## config.mk

```make
export PLATFORM = sky130hd
export DESIGN_NAME = nfsa_ctrl
export DESIGN_NICKNAME = d
export VERILOG_FILES = /design/src/rtl/nfsa_pkg.sv /design/src/rtl/nfsa_ctrl.sv
export SDC_FILE = /design/constraint.sdc
export NUM_CORES = 1
export LEC_CHECK = 0
export ABC_AREA = 1
export BUFFER_PORTS_ARGS = -buffer_cell sky130_fd_sc_hd__buf_2
export CAP_MARGIN = 20
export CORE_AREA = 2 2 39 41
export CTS_CLUSTER_SIZE = 14
export DETAILED_ROUTE_END_ITERATION = 10
export DIE_AREA = 0 0 41 43
export PLACE_DENSITY = 0.43
export SETUP_SLACK_MARGIN = 0.2
export SLEW_MARGIN = 20
export SYNTH_ARGS = -nofsm -noshare
export SYNTH_HDL_FRONTEND = slang
export SYNTH_SLANG_ARGS = --single-unit
```

## constraint.sdc

```tcl
create_clock -name clk -period 0.9 [get_ports clk]
set_input_delay 0.09 -clock clk [delete_from_list [all_inputs] [get_ports clk]]
set_output_delay 0.09 -clock clk [all_outputs]
set_load 0.05 [all_outputs]
```

## src/rtl/nfsa_pkg.sv

```systemverilog
// ----------------------------------------------------------------------------
// nfsa_pkg
// Types and constants shared by the next-fit sector allocator modules.
// ----------------------------------------------------------------------------
package nfsa_pkg;

    // Request codes
    localparam logic [1:0] REQ_ALLOC   = 2'd0;
    localparam logic [1:0] REQ_RELEASE = 2'd1;
    localparam logic [1:0] REQ_MARK    = 2'd2;

    // Map marks
    localparam logic [1:0] MK_FREE    = 2'd0;
    localparam logic [1:0] MK_USED    = 2'd1;
    localparam logic [1:0] MK_BARRIER = 2'd2;
    localparam logic [1:0] MK_OTHER   = 2'd3;

    // Field widths and register defaults
    localparam int          SECTOR_W  = 12;
    localparam int          COUNT_W   = 13;
    localparam logic [12:0] COUNT_MAX = 13'h1FFF;
    localparam logic [11:0] CAP_RESET = 12'hFFF;

    // Request beat
    typedef struct packed {
        logic [1:0]          req_type;
        logic [SECTOR_W-1:0] sector;
        logic [1:0]          mark;
    } req_item_t;

    // Response beat
    typedef struct packed {
        logic                ok;
        logic [SECTOR_W-1:0] granted_sector;
        logic [COUNT_W-1:0]  used_count;
    } rsp_item_t;

    // Controller states
    typedef enum logic [2:0] {
        ST_CLEAR,
        ST_IDLE,
        ST_SCAN,
        ST_REL,
        ST_FINISH
    } state_t;

    // Controller to datapath
    typedef struct packed {
        logic clr_step;
        logic capture;
        logic scan_step;
        logic rel_eval;
        logic commit;
    } cmd_t;

    // Datapath to controller
    typedef struct packed {
        logic clr_last;
        logic scan_done;
        logic rsp_free;
    } sts_t;

endpackage

```

## src/rtl/nfsa_ctrl.sv

```systemverilog
// ----------------------------------------------------------------------------
// nfsa_ctrl
// Request sequencer: clearing pass, request capture, scan, release check and
// commit of the result into the response register.
// ----------------------------------------------------------------------------
module nfsa_ctrl (
    input  logic             clk,
    input  logic             rst_n,
    input  logic             req_valid,
    input  logic [1:0]       req_type,
    output logic             req_ready,
    input  nfsa_pkg::sts_t   sts,
    output nfsa_pkg::cmd_t   cmd
);

    nfsa_pkg::state_t state_reg;
    nfsa_pkg::state_t state_next;

    // State register
    always_ff @(posedge clk or negedge rst_n)
    begin
        if (!rst_n)
        begin
            state_reg <= nfsa_pkg::ST_CLEAR;
        end
        else
        begin
            state_reg <= state_next;
        end
    end

    // Next state
    always_comb
    begin
        state_next = state_reg;
        unique case (state_reg)
            nfsa_pkg::ST_CLEAR:
            begin
                if (sts.clr_last)
                begin
                    state_next = nfsa_pkg::ST_IDLE;
                end
            end
            nfsa_pkg::ST_IDLE:
            begin
                if (req_valid)
                begin
                    unique case (req_type)
                        nfsa_pkg::REQ_ALLOC:   state_next = nfsa_pkg::ST_SCAN;
                        nfsa_pkg::REQ_RELEASE: state_next = nfsa_pkg::ST_REL;
                        default:               state_next = nfsa_pkg::ST_FINISH;
                    endcase
                end
            end
            nfsa_pkg::ST_SCAN:
            begin
                if (sts.scan_done)
                begin
                    state_next = nfsa_pkg::ST_FINISH;
                end
            end
            nfsa_pkg::ST_REL:
            begin
                state_next = nfsa_pkg::ST_FINISH;
            end
            nfsa_pkg::ST_FINISH:
            begin
                if (sts.rsp_free)
                begin
                    state_next = nfsa_pkg::ST_IDLE;
                end
            end
            default:
            begin
                state_next = nfsa_pkg::ST_CLEAR;
            end
        endcase
    end

    // Outputs
    always_comb
    begin
        cmd       = '0;
        req_ready = 1'b0;
        unique case (state_reg)
            nfsa_pkg::ST_CLEAR:
            begin
                cmd.clr_step = 1'b1;
            end
            nfsa_pkg::ST_IDLE:
            begin
                req_ready   = 1'b1;
                cmd.capture = req_valid;
            end
            nfsa_pkg::ST_SCAN:
            begin
                cmd.scan_step = 1'b1;
            end
            nfsa_pkg::ST_REL:
            begin
                cmd.rel_eval = 1'b1;
            end
            nfsa_pkg::ST_FINISH:
            begin
                cmd.commit = sts.rsp_free;
            end
            default:
            begin
                cmd = '0;
            end
        endcase
    end

endmodule

```

==> impl_metrics.toml <==
[floorplan]
die_y_um = 43
dieArea_mm2 = 0.001763
rows = 14
die_x_um = 41
io_pins = 14
coreArea_mm2 = 0.001384
start_util_pct = 16.46

[power]
p_comb_share_pct = 77.5
p_clk_share_pct = 9.8
switching_share_pct = 49.86
seqPwrFrac_pct = 12.7
power.density_mw_per_mm2 = 4064
p_leak_nw = 0.2962
p_sw_w = 0.001186
internal-power_w = 0.001193
total_power_w = 0.002380
vdd_drop_max_mv = 1.438

[setup_path]
r2r_slack_ns = -0.26
crit_start = "state_reg[0]"
r2r_start = "state_reg[1]"
path_max_fanout = 4
crit_required_ns = 0.81
critPathKind = "flip-flop to output port"
cp-end-kind = "output port"
worstSetupStartpointType = "flip-flop"
worstRegToRegCells = 8
crit_end = "cmd[0]"
rr_endpoint = "state_reg[2]"
worstPathArrival_ns = 1.17

[grt]
grt_overflow = 0
grt.total_usage_pct = 8.258
antenna_found_initial = 0
grt_pass1_wl_um = 1062
grt_max_degree = 6
grt_pass1_vias = 300

[sta]
clock_skew_ns = 0.002287
worst_slack_ns = -0.3599
fin_crit_ns = 1.260
max-slew-margin-rel_pct = 88.83
finalHoldViolations = 0
worst_pin_slew_ns = 0.1659
period_share_pct = 140.0
slew_violations = 0
max_freq_mhz = 793.7
rsz0062_at_grt = "yes"
setup_violations = 9

[layout]
fin_cells = 83
final_nets = 76
fillers = 152
fin_util_pct = 42.31
drive_above_1_share_pct = 68.66
syn_to_final_growth_pct = 157.1
largest_reg_flops = 3
diodes = 0

[place]
dp_hpwl_um = 525.4
gp_congestion = 0.7057
dp_cells = 74
port_buffers = 13

[run_status]
status = "finished with violations"
failed_checks = "negative setup slack"

[synthesis]
netlist_area_um2 = 227.7
synth-warning-count = 0
syn_inst = 38
synth_top_cell_by_area = "dfrtp_1"
synth_nets = 46
synth-edff-count = 0
yosysSeqAreaShare_pct = 32.97
avgSynthCellArea_um2 = 5.993
ys_seq_elements = 3
netlist.area_leader.share_pct = 32.97
ys.flop_type = "dfrtp_1"
yosys-top-cells-count = "inv_1 (9), nand2_1 (9), nor2_1 (7)"
async_reset_ff_share_pct = 100.0
synth_area_leaders = "dfrtp_1 (33%), inv_1 (15%), nand2_1 (15%)"
synthDistinctLibCells = 12

[cts]
cts_buffers = 3
cts_tree = "done"
clk_latency_ns = 0.23
path_clk_slew_ns = 0.04
cts_root_buffer = "clkbuf_4"
htreeDepth = 1
cts_buffer_depth = 2
cts.sinks = 3

[routing]
wirelength_um = 727
wl_per_cell_um = 8.759
viasPerCell = 3.940
initialDrtViolationCount = 14
firstDrtPassIters = 4
ant_nets = 0
drc = 0
vias = 327

[worst_hold_path]
worstHoldPathType = "primary input to flip-flop"

[run]
drv_cap = 0
## placed cells by master, fill, tap and decap left out, drive strengths merged
master,netlist,layout
buf,0,24
clkbuf,0,4
clkinvlp,0,1
dfrtp,3,3
dlygate4sd3,0,1
inv,10,9
nand2,9,9
nand3,3,3
nand3b,1,1
nand4,1,1
nor2,8,8
nor3,1,1
o21ai,2,2
## power by group through the flow
stage,sequential [W],combinational (W),clock [W]
3_3_place_gp,0.000263,0.00136,0
6_report,0.000302,0.00185,0.000232
2_1_floorplan,0.000265,0.000938,0
5_1_grt,0.000311,0.00198,0.000243
3_5_place_dp,0.000261,0.00135,0
4_1_cts,0.000287,0.00155,0.000238
## layer usage
metal / global-route usage (%) / up-vias / part of all wire (%)
li1: - / 173 / -
met3: 1.571 / 0 / 6.3
met4: 2.000 / 0 / 0
met1: 10.06 / 142 / 40
met5: 0 / - / 0
met2: 14.06 / 12 / 53
## kinds of logic after synthesis
family | after synthesis | share of synthesized area, %
buffers and inverters | 10 | 16.48
AOI/OAI and AO/OA | 2 | 4.396
DFF | 3 | 32.97
and+or+nand+nor | 23 | 46.16
## how the worst min path moves through the flow
stage	startpoint	endpoint	slack, ns	cells after the start
2_1_floorplan	rst_n	state_reg[0]	-0.21	0
3_3_place_gp	rst_n	state_reg[2]	-0.11	1
3_5_place_dp	rst_n	state_reg[0]	-0.11	1
4_1_cts	req_type[1]	state_reg[1]	0.12	4
5_1_grt	req_type[1]	state_reg[1]	0.16	4
6_report	req_type[1]	state_reg[1]	0.12	4
## layout make-up
type,count,area [µm²],share of cell area (%)
flip-flops and latches,3,77.57,13.25
multi-input cells,25,190.2,32.48
well taps,16,20.02,3.419
inverters,10,48.80,8.333
clock buffers,4,26.28,4.487
repair buffers,25,222.7,38.03
## stage by stage
stage | worst slack (ns) | cell area, µm² | setup TNS (ns) | hold WS (ns)
after floorplan | -0.2395 | 277.8 | -1.330 | -0.2056
after global placement | -0.2418 | 427.9 | -1.837 | -0.1136
after detailed placement | -0.2411 | 427.9 | -1.733 | -0.1142
after CTS | -0.3879 | 519.2 | -3.096 | 0.1244
after global routing | -0.4057 | 585.6 | -3.234 | 0.1569
final | -0.3599 | 585.6 | -2.723 | 0.1224
## repair_timing
item | CTS | global route
endpoints found under the hold margin | 3 | 0
buffers inserted | 1 | 3
pin swaps | 2 | 8
endpoints found under the setup margin | 9 | 9
resized for setup | 14 | 15
hold buffers | 1 | 0
## worst max-delay path: stages, from the launching register on
cell and delay, ns:
dfrtp_2 0.44, nor2_4 0.14, inv_4 0.06, nor3_4 0.11, buf_6 0.18
Power figures use the tool's default switching activity.
